[config.mk]
export PLATFORM = sky130hd
export DESIGN_NAME = c2u_queue
export DESIGN_NICKNAME = d
export VERILOG_FILES = /design/src/design/codepage_to_utf8_decoder_macros.svh /design/src/design/c2u_pkg.sv /design/src/design/c2u_queue.sv
export SDC_FILE = /design/constraint.sdc
export NUM_CORES = 1
export LEC_CHECK = 0
export ABC_AREA = 1
export BUFFER_PORTS_ARGS = -buffer_cell sky130_fd_sc_hd__buf_2
export CAP_MARGIN = 20
export CORE_UTILIZATION = 51
export DETAILED_ROUTE_END_ITERATION = 16
export PLACE_DENSITY_LB_ADDON = 0.2
export SLEW_MARGIN = 20
export SYNTH_ARGS = -nofsm -noshare
export SYNTH_HDL_FRONTEND = slang
export SYNTH_SLANG_ARGS = --single-unit
[constraint.sdc]
create_clock -name clk -period 3.44 [get_ports clk]
set_input_delay 0.344 -clock clk [delete_from_list [all_inputs] [get_ports clk]]
set_output_delay 0.344 -clock clk [all_outputs]
set_load 0.01 [all_outputs]
[src/design/codepage_to_utf8_decoder_macros.svh]
// Assertion macros for the code-page to UTF-8 decoder.
// Used by the top level only; depends on a clk and arst_n in scope.
`ifndef CODEPAGE_TO_UTF8_DECODER_MACROS_SVH
`define CODEPAGE_TO_UTF8_DECODER_MACROS_SVH
`ifndef SYNTH
`define C2U_ASSERT(name, prop) \
	name: assert property (@(posedge clk) disable iff (!arst_n) prop) \
		else $error("c2u: assertion failed");
`define C2U_NEVER(name, expr) \
	`C2U_ASSERT(name, !(expr))
`else
`define C2U_ASSERT(name, prop)
`define C2U_NEVER(name, expr)
`endif
`endif

[src/design/c2u_pkg.sv]
// Shared types, codes and the UTF-8 encoder for the code-page decoder.
// No dependencies.
`default_nettype none
package c2u_pkg;

	localparam int TableDepth = 256;
	localparam int QueueDepth = 2;
	localparam int QPtrW      = (QueueDepth > 1) ? $clog2(QueueDepth) : 1;
	localparam int QCntW      = $clog2(QueueDepth + 1);

	// run status codes
	localparam logic [1:0] STATUS_OK     = 2'd0;
	localparam logic [1:0] STATUS_SUBST  = 2'd1;
	localparam logic [1:0] STATUS_FAILED = 2'd2;

	// error modes
	localparam logic [1:0] MODE_FAIL    = 2'd0;
	localparam logic [1:0] MODE_REPLACE = 2'd1;
	localparam logic [1:0] MODE_DROP    = 2'd2;

	// request types
	localparam logic REQ_LOAD    = 1'b0;
	localparam logic REQ_CONVERT = 1'b1;

	localparam logic [20:0] CpMax       = 21'h10FFFF;
	localparam logic [20:0] SurrFirst   = 21'h00D800;
	localparam logic [20:0] SurrLast    = 21'h00DFFF;
	localparam logic [7:0]  ReplByte0   = 8'hEF;
	localparam logic [7:0]  ReplByte1   = 8'hBF;
	localparam logic [7:0]  ReplByte2   = 8'hBD;

	// one queued word group: up to four output bytes for one input byte
	typedef struct packed {
		logic [3:0][7:0] bytes;
		logic [1:0]      last_idx;
		logic            present;
		logic [1:0]      status;
	} job_t;

	typedef struct packed {
		logic [3:0][7:0] bytes;
		logic [1:0]      last_idx;
	} utf8_t;

	function automatic logic cp_ok(input logic [20:0] cp);
		return (cp <= CpMax) && !((cp >= SurrFirst) && (cp <= SurrLast));
	endfunction

	function automatic utf8_t utf8_encode(input logic [20:0] cp);
		utf8_t r;
		r.bytes = '0;
		if (cp < 21'h80) begin
			r.bytes[0] = {1'b0, cp[6:0]};
			r.last_idx = 2'd0;
		end else if (cp < 21'h800) begin
			r.bytes[0] = {3'b110, cp[10:6]};
			r.bytes[1] = {2'b10, cp[5:0]};
			r.last_idx = 2'd1;
		end else if (cp < 21'h10000) begin
			r.bytes[0] = {4'b1110, cp[15:12]};
			r.bytes[1] = {2'b10, cp[11:6]};
			r.bytes[2] = {2'b10, cp[5:0]};
			r.last_idx = 2'd2;
		end else begin
			r.bytes[0] = {5'b11110, cp[20:18]};
			r.bytes[1] = {2'b10, cp[17:12]};
			r.bytes[2] = {2'b10, cp[11:6]};
			r.bytes[3] = {2'b10, cp[5:0]};
			r.last_idx = 2'd3;
		end
		return r;
	endfunction

endpackage
`default_nettype wire

[src/design/c2u_queue.sv]
// Short job queue between the front and back parts.
// Depends on c2u_pkg.
`default_nettype none
module c2u_queue (
	input  wire logic          clk,
	input  wire logic          arst_n,
	input  wire logic          push,
	input  wire c2u_pkg::job_t push_job,
	output logic               full,
	input  wire logic          pop,
	output c2u_pkg::job_t      head_job,
	output logic               empty
);
	import c2u_pkg::*;

	job_t             slot_q [QueueDepth];
	logic [QPtrW-1:0] wr_ptr_q;
	logic [QPtrW-1:0] rd_ptr_q;
	logic [QCntW-1:0] count_q;
	logic             do_push;
	logic             do_pop;

	assign full     = (count_q == QCntW'(QueueDepth));
	assign empty    = (count_q == '0);
	assign do_push  = push && !full;
	assign do_pop   = pop && !empty;
	assign head_job = slot_q[rd_ptr_q];

	always_ff @(posedge clk) begin
		if (do_push)
			slot_q[wr_ptr_q] <= push_job;
	end

	always_ff @(posedge clk or negedge arst_n) begin
		if (!arst_n) begin
			wr_ptr_q <= '0;
			rd_ptr_q <= '0;
			count_q  <= '0;
		end else begin
			if (do_push)
				wr_ptr_q <= (wr_ptr_q == QPtrW'(QueueDepth - 1)) ? '0 : wr_ptr_q + 1'b1;
			if (do_pop)
				rd_ptr_q <= (rd_ptr_q == QPtrW'(QueueDepth - 1)) ? '0 : rd_ptr_q + 1'b1;
			if (do_push && !do_pop)
				count_q <= count_q + 1'b1;
			else if (do_pop && !do_push)
				count_q <= count_q - 1'b1;
		end
	end

endmodule
`default_nettype wire

# == After elaboration in Yosys (flattened, before gate mapping) ==
# Memories as Yosys holds them, arrays and structs flattened.
# Index checks and enable logic that the tools add are counted.
# word_totals
ff_bits,4
ram_bits,74
input_bits,41
output_inout_bits,39
elab_cells,25
mem_count,1
# op_classes
add_sub_neg,4
eq_ne,1
mux,6
n_reduce_logical,10
# memory_table
memory,depth,word_bits,rd,rd_clocked_by_memory_dff,write_ports,line,rtl
slot_q,2,37,1,0,1,c2u_queue.sv:16,job_t slot_q [QueueDepth];
# op_table
op,n
$logic_and A1 B1 Y1,4
$logic_not A1 Y1,4
$mux W1,4
$mux W2,2
$add A1 B1 Y1 const B,2
$add A2 B1 Y2 const B,1
$eq A2 B2 Y1 const B,1
$logic_not A2 Y1,1
$reduce_bool A2 Y1,1
$sub A2 B1 Y2 const B,1

# == Longest topological paths before layout ==
# depth
word_depth,7
ltp_mapped,9
mapped_depth_nobuf,9

# == Least setup slack after synthesis ==
# No wires, ideal clock.
# synth_timing
path_kind,register -> register
from,register count_q[1]
to,"memory slot_q[1][0] (netlist name), enable pin"
setup_time_ns,0.431
arrival_ns,2.148
required_ns,3.009
slack_ns,0.861
stages_incl_launch_ff,4
path_buffers,0
synth_period_minus_slack_ns,2.579
path_cell_list,dfrtp_1 inv_1 o21ai_0 nor2_1
# synth_via
elab_chain_len,5
# synth_lines
item,line,rtl
start: declaration,c2u_queue.sv:19,logic [QCntW-1:0] count_q;
start signal: assignment,c2u_queue.sv:45,count_q <= count_q + 1'b1;
start signal: assignment,c2u_queue.sv:47,count_q <= count_q - 1'b1;
$eq A2 B2 Y1,c2u_queue.sv:23,assign full = (count_q == QCntW'(QueueDepth));
$logic_not A1 Y1,c2u_queue.sv:25,assign do_push = push && !full;
$logic_and A1 B1 Y1,c2u_queue.sv:25,
$mux W1,c2u_queue.sv:30,if (do_push)
$mux W1 (not written as such),c2u_queue.sv:31,slot_q[wr_ptr_q] <= push_job;
end: declaration,c2u_queue.sv:16,
# Every way passes these cells.

==> impl_metrics.py <==
metrics = {
    "clocking": {
        "numCtsBuffers": 9,
        "cts_tree": "yes",
        "clk_pin_slew_ns": 0.07,
        "cts.sinks": 78,
        "clockBufferDepth": 2,
        "root_buffer": "clkbuf_8",
        "htreeDepth": 3,
        "insertion_delay_ns": 0.33,
    },
    "timing": {
        "tightest_slew_ns": 0.657,
        "slew_viol_final": 0,
        "rsz0062_at_grt": "false",
        "final-hold-violation-count": 0,
        "maxClockFrequency_mhz": 523,
        "finalSetupTns_ns": 0,
        "slew_headroom_pct": 56.2,
        "period_minus_slack_ns": 1.91,
        "period_share_pct": 55.6,
        "fin_worst_skew_ns": 0.00875,
        "setup_viol": 0,
    },
    "global_route": {
        "grt_pass1_wl_um": 7220,
        "grt_max_degree": 39,
        "first_global_vias": 1605,
        "gr-total-overflow": 0,
        "grt_usage_pct": 16.8,
        "antenna_found_initial": 0,
    },
    "logic_synthesis": {
        "seq_area_frac_synth_pct": 78.9,
        "synth_top_family_by_area": "simple AND/OR/NAND/NOR gates",
        "synth_cells": 225,
        "ys_ff_latch": 78,
        "synth_cell_types": 16,
        "synth_warnings": 0,
        "synth_xor_xnor_area_share_pct": 0.298,
        "synth_adder_area_share_pct": 0.425,
        "synth.avg_cell_area_um2": 13.1,
        "synth_mux_area_share_pct": 0,
        "yosys.area_share.simple_pct": 16.6,
        "netlist_area_um2": 2940,
        "synth-compound-area-share_pct": 0.340,
        "synthesis.nets": 267,
    },
    "die": {
        "coreArea_um2": 5540,
        "io_pins": 80,
        "die_w_um": 78.0,
        "rows": 27,
        "die_y_um": 78.0,
        "die-area_um2": 6080,
        "start_util_pct": 53.1,
    },
    "pwr": {
        "max-vdd-ir-drop_mv": 0.440,
        "p_int_mw": 2.07,
        "p_switching_uw": 999,
        "power_mw": 3.07,
        "seq_power_share_pct": 44.2,
        "clock_power_share_pct": 23.5,
        "pwr-share-comb_pct": 32.3,
        "power.density_nw_per_um2": 844,
        "switching_share_pct": 32.6,
        "power_leakage_nw": 1.60,
    },
    "finish": {
        "nets": 353,
        "diodes": 0,
        "syn2layout_area_growth_pct": 23.5,
        "drive_above_1_share_pct": 31.6,
    },
    "critical_path": {
        "end_kind": "primary output",
        "rr_startpoint": "count_q[0]",
        "required_ns": 3.10,
        "path_class": "reg2out",
        "rrSetupSlack_ns": 1.73,
        "r2r.worst_path.cells": 5,
        "crit_path_start_kind": "flop",
        "critPathArrivalTime_ns": 1.57,
        "path_max_fanout": 38,
        "r2r_end": "slot_q[0][26]",
    },
    "job": {
        "drv_cap": 0,
    },
    "outcome": {
        "status": "complete, no violations",
    },
    "place": {
        "numPortBuffers": 79,
        "dpl.hpwl_um": 2850,
        "gp_congestion": 0.829,
    },
    "worst_hold_path": {
        "hold_end": "slot_q[1][7]",
        "hp-start": "push_job[7]",
        "hold-path-cell-count": 1,
        "hold_class": "in2reg",
    },
    "route": {
        "drt_iter0_markers": 80,
        "drt_wl_total_um": 4610,
        "vias_per_cell": 4.61,
        "dr.pass1.iters": 4,
        "ant_nets": 0,
        "post-route-drc-count": 0,
        "vias": 1789,
        "wl_per_cell_um": 11.9,
    },
}
## power groups by stage
stage / Combinational [mW] / Clock, mW / Sequential [mW]
after floorplan: 0.654 / 0 / 1.38
after global placement: 0.974 / 0 / 1.37
after detailed placement: 0.981 / 0 / 1.38
after CTS: 0.987 / 0.735 / 1.36
after global routing: 1.10 / 0.777 / 1.38
final: 0.990 / 0.720 / 1.36
## worst max-delay path by stage
| stage | start | endpoint | slack, ns | cells after the start |
|---|---|---|---|---|
| after CTS | rd_ptr_q | head_job[13] | 1.48 | 4 |
| after detailed placement | count_q[0] | slot_q[1][12] | 1.54 | 2 |
| after floorplan | count_q[1] | slot_q[1][0] | 0.86 | 3 |
| after global placement | count_q[0] | slot_q[1][12] | 1.55 | 2 |
| final | rd_ptr_q | head_job[6] | 1.53 | 4 |
| after global routing | rd_ptr_q | head_job[17] | 1.38 | 4 |
## state kept, by name (all words and copies together), names as in the netlist
register	count
rd_ptr_q	1
slot_q	74
wr_ptr_q	1
count_q	2
## cell families (layout without fill, tap and decap cells)
kind of cell	count (synthesis)	in the layout
flops	78	78
simple gates	127	127
fa+ha+maj	1	1
buf+inv	16	107
compound gates	2	2
xor+xnor	1	1
## cell usage after synthesis (all sizes together)
master	count	area, um2
inv	8	30.0
nand2	120	450
nand4	1	6.26
dfrtp	4	100
nand3	1	5.00
o21ai	2	10.0
edfxtp	74	2220
buf	8	70.1
ha	1	12.5
nand3b	1	7.51
nor2	4	20.0
xnor2	1	8.76
## layer usage
layer / global-route usage, % / vias to the layer above / wire length, um
met5: 0 / - / 0
li1: - / 923 / -
met1: 19.2 / 784 / 1970
met4: 12.4 / 0 / 163
met2: 26.5 / 66 / 2200
met3: 5.41 / 16 / 284
## critical path, stage by stage (launching register included)
cell and delay [ns]:
dfrtp_1 0.39, inv_2 0.49, nand2_1 0.11, nand2_1 0.11, buf_2 0.13
## through the flow
stage	area [um2]	util [%]	hold slack, ns	worst slack [ns]	instances
after CTS	3610	65.1	0.177	1.48	387
after floorplan	2940	-	0.0484	0.861	225
after detailed placement	3380	61.0	0.155	1.54	370
after global placement	3380	61.0	0.150	1.55	370
final	3630	65.6	0.194	1.53	388
after global routing	3630	65.6	0.167	1.38	388
## cell type report
class | instances | area [um2]
multi-input combinational | 131 | 528
timing repair buffer | 83 | 448
inverter | 8 | 30.0
tap | 72 | 90.1
fill | 417 | 1910
sequential | 78 | 2320
clock buffer | 12 | 145
clock inverter | 4 | 70.1
## what timing repair did
item / 4_1_cts / 5_1_grt
hold endpoints to repair: 4 / 0
gates resized for setup: 0 / 0
hold buffers: 1 / 0
buffers inserted: 0 / 0
setup endpoints to repair: 0 / 0
## layout by cell type, fill, tap and decap left out
cell type      count
nand2_1          120
buf_2             79
edfxtp_1          74
clkbuf_8          10
inv_1              6
dfrtp_1            4
nor2_2             2
o21ai_0            2
clkinv_2           2
bufinv_16          2
clkbuf_1           2
buf_4              2
inv_2              1
nor2_1             1
nor2_4             1
clkinv_1           1
xnor2_1            1
nand3b_1           1
nand3_1            1
nand4_1            1
ha_1               1
dlygate4sd3_1      1
buf_16             1
Note: power is estimated with default switching activity, not from simulation.
