`config.mk`:
```
export PLATFORM = sky130hd
export DESIGN_NAME = c2u_back
export DESIGN_NICKNAME = d
export VERILOG_FILES = /design/src/design/codepage_to_utf8_decoder_macros.svh /design/src/design/c2u_pkg.sv /design/src/design/c2u_back.sv
export SDC_FILE = /design/constraint.sdc
export NUM_CORES = 1
export LEC_CHECK = 0
export ABC_AREA = 1
export BUFFER_PORTS_ARGS = -buffer_cell sky130_fd_sc_hd__clkbuf_2
export CAP_MARGIN = 20
export CORE_MARGIN = 8
export CORE_UTILIZATION = 25
export DETAILED_ROUTE_END_ITERATION = 8
export PLACE_DENSITY = 0.51
export SLEW_MARGIN = 20
export SYNTH_ARGS = -nofsm -noshare
export SYNTH_HDL_FRONTEND = slang
export SYNTH_SLANG_ARGS = --single-unit
```
`constraint.sdc`:
```
create_clock -name clk -period 1.9 [get_ports clk]
set_clock_uncertainty 0.15 [all_clocks]
set_input_delay 0.38 -clock clk [delete_from_list [all_inputs] [get_ports clk]]
set_output_delay 0.38 -clock clk [all_outputs]
set_load 0.005 [all_outputs]
```
`src/design/codepage_to_utf8_decoder_macros.svh`:
```
// Assertion macros for the code-page to UTF-8 decoder.
// Used by the top level only; depends on a clk and arst_n in scope.
`ifndef CODEPAGE_TO_UTF8_DECODER_MACROS_SVH
`define CODEPAGE_TO_UTF8_DECODER_MACROS_SVH
`ifndef SYNTH
`define C2U_ASSERT(name, prop) \
	name: assert property (@(posedge clk) disable iff (!arst_n) prop) \
		else $error("c2u: assertion failed");
`define C2U_NEVER(name, expr) \
	`C2U_ASSERT(name, !(expr))
`else
`define C2U_ASSERT(name, prop)
`define C2U_NEVER(name, expr)
`endif
`endif

```
`src/design/c2u_pkg.sv`:
```
// Shared types, codes and the UTF-8 encoder for the code-page decoder.
// No dependencies.
`default_nettype none
package c2u_pkg;

	localparam int TableDepth = 256;
	localparam int QueueDepth = 2;
	localparam int QPtrW      = (QueueDepth > 1) ? $clog2(QueueDepth) : 1;
	localparam int QCntW      = $clog2(QueueDepth + 1);

	// run status codes
	localparam logic [1:0] STATUS_OK     = 2'd0;
	localparam logic [1:0] STATUS_SUBST  = 2'd1;
	localparam logic [1:0] STATUS_FAILED = 2'd2;

	// error modes
	localparam logic [1:0] MODE_FAIL    = 2'd0;
	localparam logic [1:0] MODE_REPLACE = 2'd1;
	localparam logic [1:0] MODE_DROP    = 2'd2;

	// request types
	localparam logic REQ_LOAD    = 1'b0;
	localparam logic REQ_CONVERT = 1'b1;

	localparam logic [20:0] CpMax       = 21'h10FFFF;
	localparam logic [20:0] SurrFirst   = 21'h00D800;
	localparam logic [20:0] SurrLast    = 21'h00DFFF;
	localparam logic [7:0]  ReplByte0   = 8'hEF;
	localparam logic [7:0]  ReplByte1   = 8'hBF;
	localparam logic [7:0]  ReplByte2   = 8'hBD;

	// one queued word group: up to four output bytes for one input byte
	typedef struct packed {
		logic [3:0][7:0] bytes;
		logic [1:0]      last_idx;
		logic            present;
		logic [1:0]      status;
	} job_t;

	typedef struct packed {
		logic [3:0][7:0] bytes;
		logic [1:0]      last_idx;
	} utf8_t;

	function automatic logic cp_ok(input logic [20:0] cp);
		return (cp <= CpMax) && !((cp >= SurrFirst) && (cp <= SurrLast));
	endfunction

	function automatic utf8_t utf8_encode(input logic [20:0] cp);
		utf8_t r;
		r.bytes = '0;
		if (cp < 21'h80) begin
			r.bytes[0] = {1'b0, cp[6:0]};
			r.last_idx = 2'd0;
		end else if (cp < 21'h800) begin
			r.bytes[0] = {3'b110, cp[10:6]};
			r.bytes[1] = {2'b10, cp[5:0]};
			r.last_idx = 2'd1;
		end else if (cp < 21'h10000) begin
			r.bytes[0] = {4'b1110, cp[15:12]};
			r.bytes[1] = {2'b10, cp[11:6]};
			r.bytes[2] = {2'b10, cp[5:0]};
			r.last_idx = 2'd2;
		end else begin
			r.bytes[0] = {5'b11110, cp[20:18]};
			r.bytes[1] = {2'b10, cp[17:12]};
			r.bytes[2] = {2'b10, cp[11:6]};
			r.bytes[3] = {2'b10, cp[5:0]};
			r.last_idx = 2'd3;
		end
		return r;
	endfunction

endpackage
`default_nettype wire

```
`src/design/c2u_back.sv`:
```
// Back part: walks the head job byte by byte into the output register.
// Depends on c2u_pkg.
`default_nettype none
module c2u_back (
	input  wire logic          clk,
	input  wire logic          arst_n,
	input  wire c2u_pkg::job_t head_job,
	input  wire logic          q_empty,
	output logic               q_pop,
	output logic               out_valid,
	input  wire logic          out_stall,
	output logic [7:0]         out_byte,
	output logic               byte_present,
	output logic               last_of_run,
	output logic [1:0]         status
);
	import c2u_pkg::*;

	logic [1:0] k_q;
	logic       load_out;
	logic       emit;
	logic       is_last;

	assign load_out = !out_valid || !out_stall;
	assign emit     = load_out && !q_empty;
	assign is_last  = (k_q == head_job.last_idx);
	assign q_pop    = emit && is_last;

	always_ff @(posedge clk) begin
		if (emit) begin
			out_byte     <= head_job.bytes[k_q];
			byte_present <= head_job.present;
			last_of_run  <= is_last;
			status       <= head_job.status;
		end
	end

	always_ff @(posedge clk or negedge arst_n) begin
		if (!arst_n) begin
			out_valid <= 1'b0;
			k_q       <= 2'd0;
		end else begin
			if (load_out)
				out_valid <= !q_empty;
			if (emit)
				k_q <= is_last ? 2'd0 : k_q + 2'd1;
		end
	end

endmodule
`default_nettype wire
```
# ---- Yosys cells after proc, flatten, opt, wreduce, memory -nomap -nowiden
# Index checks and enable logic that the tools add are counted.
dict set report op_classes {
  order_cmp 1
  n_mux 3
  n_addsub 1
  reduce_logical 6
  n_eq_ne 1
}
# op n
set ops {}
lappend ops {{$bmux W8 S2} 1}
lappend ops {{$mux W8} 1}
lappend ops {{$logic_not A1 Y1} 3}
lappend ops {{$lt A2 B3 Y1 const B} 1}
lappend ops {{$add A2 B1 Y2 const B} 1}
lappend ops {{$eq A2 B2 Y1} 1}
lappend ops {{$logic_and A1 B1 Y1} 2}
lappend ops {{$mux W2} 1}
lappend ops {{$logic_or A1 B1 Y1} 1}
dict set report word_totals {
  elab_cells 18
  input_bits 41
  register_bits 15
  output_inout_bits 14
}

# ---- Depth between registers and ports, before layout
dict set report depth {
  depth_word 4
  ltp_mapped 6
  depth_no_buf 6
}

# ---- Worst setup path after synthesis
# No wires, ideal clock.
dict set report synth_timing {
  path_type {register to register}
  start {register out_valid}
  end {register byte_present, enable pin}
  n_path_buf 0
  path_stages_with_launch 4
  arrival_ps 875
  period_less_slack_ps 1369
  path_slack_ps 531
  setup_ps 344
  t_required_ps 1406
  cell_sequence {dfrtp_1 nand2_1 nand2_1 inv_1}
}
dict set report synth_via {
  elab_chain_cells 3
}
# item line_no
set synth_rtl {}
lappend synth_rtl {{start: declaration} c2u_back.sv:10} ;# output logic out_valid,
lappend synth_rtl {{start signal: assignment} c2u_back.sv:44} ;# out_valid <= !q_empty;
lappend synth_rtl {{$logic_not A1 Y1} c2u_back.sv:24} ;# assign load_out = !out_valid || !out_stall;
lappend synth_rtl {{$logic_or A1 B1 Y1} c2u_back.sv:24}
lappend synth_rtl {{$logic_and A1 B1 Y1} c2u_back.sv:25} ;# assign emit = load_out && !q_empty;
lappend synth_rtl {{via emit} c2u_back.sv:21} ;# logic emit;
lappend synth_rtl {{end signal: assignment} c2u_back.sv:32} ;# byte_present <= head_job.present;
lappend synth_rtl {{end: declaration} c2u_back.sv:13} ;# output logic byte_present,
# The timed path passes the listed nets, and every way through them passes these cells.
# A chain may end at the register's enable or synchronous reset.

# ---- Worst setup path in the final report
dict set report layout_timing {
  start {register out_valid}
  end {output q_pop}
}
dict set report layout_via {
  elab_chain_cells 4
}
# item line_no
set layout_rtl {}
lappend layout_rtl {{$logic_not A1 Y1} c2u_back.sv:24}
lappend layout_rtl {{$logic_or A1 B1 Y1} c2u_back.sv:24}
lappend layout_rtl {{$logic_and A1 B1 Y1} c2u_back.sv:25}
lappend layout_rtl {{$logic_and A1 B1 Y1} c2u_back.sv:27} ;# assign q_pop = emit && is_last;
lappend layout_rtl {{end: declaration} c2u_back.sv:9} ;# output logic q_pop,
# No other way between the ends.

==> flow_metrics.env <==
export IMPL_mostFrequentLayoutCell="clkbuf_2"
export IMPL_postSynthAreaPerCell_um2=9.406
export IMPL_rsz0062_at_grt="false"
export IMPL_status="finished, final reports clean"
export IMPL_drc=0
export IMPL_gp_congestion=0.8038
export IMPL_tightest_slew_ns=0.4721
export IMPL_synth_area_leaders="edfxtp_1, dfrtp_1, o21ai_0"
export IMPL_initial_core_util_pct=26.19
export IMPL_cp_end_kind="output pin"
export IMPL_cts_buffer_depth=2
export IMPL_crit_slowest_cell="dfrtp_1"
export IMPL_clk_insertion_delay_late_ns=0.27
export IMPL_clock_sinks=15
export IMPL_core_area_um2=3053
export IMPL_grt_pass1_vias=849
export IMPL_numCtsBuffers=3
export IMPL_antenna_left=0
export IMPL_mostFrequentLayoutCells="clkbuf_2, nor2_1, o21ai_0"
export IMPL_ir_drop_mv=0.5610
export IMPL_synth_top_area_share_pct=45.07
export IMPL_maxSlewViolCount=0
export IMPL_slowest_delay_ns=0.38
export IMPL_dr_first_iter_drc_count=32
export IMPL_arrival_ns=1.18
export IMPL_fill_cells=343
export IMPL_ys_warn_count=0
export IMPL_setup_viol=0
export IMPL_dp_hpwl_mm=2.044
export IMPL_start_kind="register"
export IMPL_worstSetupPathType="reg2out"
export IMPL_cp_common_cell="nand2_1"
export IMPL_yosysSeqAreaShare_pct=54.46
export IMPL_grt_pass1_wl_mm=4.008
export IMPL_routed_wl_mm=2.478
export IMPL_crit_required_ns=1.37
export IMPL_overflow=0
export IMPL_p_per_area_nw_per_um2=1118
export IMPL_fmax_mhz=583.7
export IMPL_syn_nets=126
export IMPL_postSynthCellCount=85
export IMPL_syn_to_final_growth_pct=42.57
export IMPL_dieArea_um2=5264
export IMPL_maxCapViolations=0
export IMPL_cts_root_buf="clkbuf_4"
export IMPL_clkTransAtPathRegs_ns=0.09
export IMPL_die_x_um=72.55
export IMPL_synth_top_cell_by_area="edfxtp_1"
export IMPL_leakage_nw=0.5616
export IMPL_drive_gt1_share_pct=47.22
export IMPL_io_pins=55
export IMPL_cp_cell_sequence="nand2_1 -> nand2_1 -> nor2_4 -> clkbuf_2"
export IMPL_grt_util_all_layers_pct=9.823
export IMPL_finalSetupTns_ns=0
export IMPL_place_area_um2=1094
export IMPL_cts_tree="done"
export IMPL_ys_ff_latch=15
export IMPL_grt_max_degree=19
export IMPL_portBuffers=54
export IMPL_yosysUniqueCellTypes=15
export IMPL_num_antenna_cells=0
export IMPL_max_slew_margin_pct=68.49
export IMPL_antenna_found_initial=0
export IMPL_min_period_ns=1.713
export IMPL_fin_nets=186
export IMPL_htreeDepth=1
export IMPL_post_place_cells=182
export IMPL_final_util_pct=37.34
export IMPL_worstHoldStart="q_empty"
export IMPL_worstReg2RegStart="out_valid$_DFFE_PN0N_"
export IMPL_regArea_um2=435.4
export IMPL_startpoint="out_valid$_DFFE_PN0N_"
export IMPL_routedWlPerCell_um=13.18
export IMPL_finalHoldViolations=0
export IMPL_layoutNonFillerInstCount=188
export IMPL_die_height_um=72.55
export IMPL_post_route_period_util_pct=90.16
export IMPL_vias=812
export IMPL_postLayoutCellArea_um2=1140
export IMPL_viasPerCell=4.319
export IMPL_crit_fanout=4
export IMPL_hold_path_class="in2reg"
export IMPL_multi_input_area_um2=284.0
export IMPL_rows=20
export IMPL_dr_pass1_iters=3
export IMPL_syn_cell_area_um2=799.5
==> layer usage <==
layer,part of all wire [%],vias up,GRT usage (%)
met3,8.4,4,3.444
met1,42,367,10.73
met4,1.8,0,6.222
met5,0,-,0
met2,48,29,15.81
li1,-,412,-
==> Yosys cell counts (all sizes together) <==
master,instances
buf,4
nor2,19
o22ai,8
nand3,1
nand2,14
edfxtp,12
dfrtp,3
o21ai,16
inv,7
nand4,1
==> state kept, by name, indices dropped and copies added (netlist names) <==
name	cells
byte_present	1
k_q	2
out_byte	8
last_of_run	1
out_valid	1
status	2
==> metrics by stage <==
| stage | hold WS, ns | setup WS (ns) | total power [W] |
|---|---|---|---|
| 3_5_place_dp | 0.04270 | 0.2739 | 0.001088 |
| 3_3_place_gp | 0.03643 | 0.3354 | 0.001078 |
| 4_1_cts | 0.1098 | 0.08333 | 0.001275 |
| 2_1_floorplan | -0.06559 | 0.5308 | 0.0009419 |
| 5_1_grt | 0.1119 | 0.04662 | 0.001400 |
| 6_report | 0.1187 | 0.1869 | 0.001275 |
==> final cells by class <==
cell class | count | share of cell area [%]
clock buffers | 4 | 2.305
inverters | 7 | 2.525
multi-input cells | 59 | 24.92
flip-flops and latches | 15 | 38.20
well taps | 44 | 4.830
repair buffers | 59 | 27.22
==> logic make-up (layout without fill, tap and decap cells) <==
kind of cell | count (synthesis) | after routing | share of synthesized area [%]
and+or+nand+nor | 35 | 35 | 18.78
AOI/OAI and AO/OA | 24 | 24 | 16.75
DFF | 15 | 15 | 54.46
buffers and inverters | 11 | 70 | 10.02
==> power by group <==
group | internal, W | switching [W] | leakage (nW)
Clock | 0.0000813 | 0.0000973 | 0.0150
Combinational | 0.000250 | 0.000341 | 0.398
Sequential | 0.000465 | 0.0000395 | 0.149
Total | 0.000796 | 0.000478 | 0.562
==> what timing repair did <==
action                     in CTS  in global routing
setup endpoints to repair       0                  1
setup buffers                   0                  1
hold buffers                    1                  0
hold endpoints to repair        3                  0
gates resized for setup         0                  1
==> final timing paths <==
kind / to / cells past startpoint / slack (ns)
max in group asynchronous: out_valid$_DFFE_PN0N_ / 2 / 1.20
min in group asynchronous: k_q[0]$_DFFE_PN0P_ / 2 / 0.28
min: out_valid$_DFFE_PN0N_ / 2 / 0.12
min reg2reg: out_valid$_DFFE_PN0N_ / 2 / 0.40
max reg2reg: out_byte[6]$_DFFE_PP_ / 3 / 0.38
max: q_pop / 4 / 0.19
==> critical path, delay by kind of cell (launching register included) <==
kind	cells	cell delay (ns)
DFF	1	0.38
and+or+nand+nor	3	0.40
buffers and inverters	1	0.12
(Power assumes the default switching activity.)
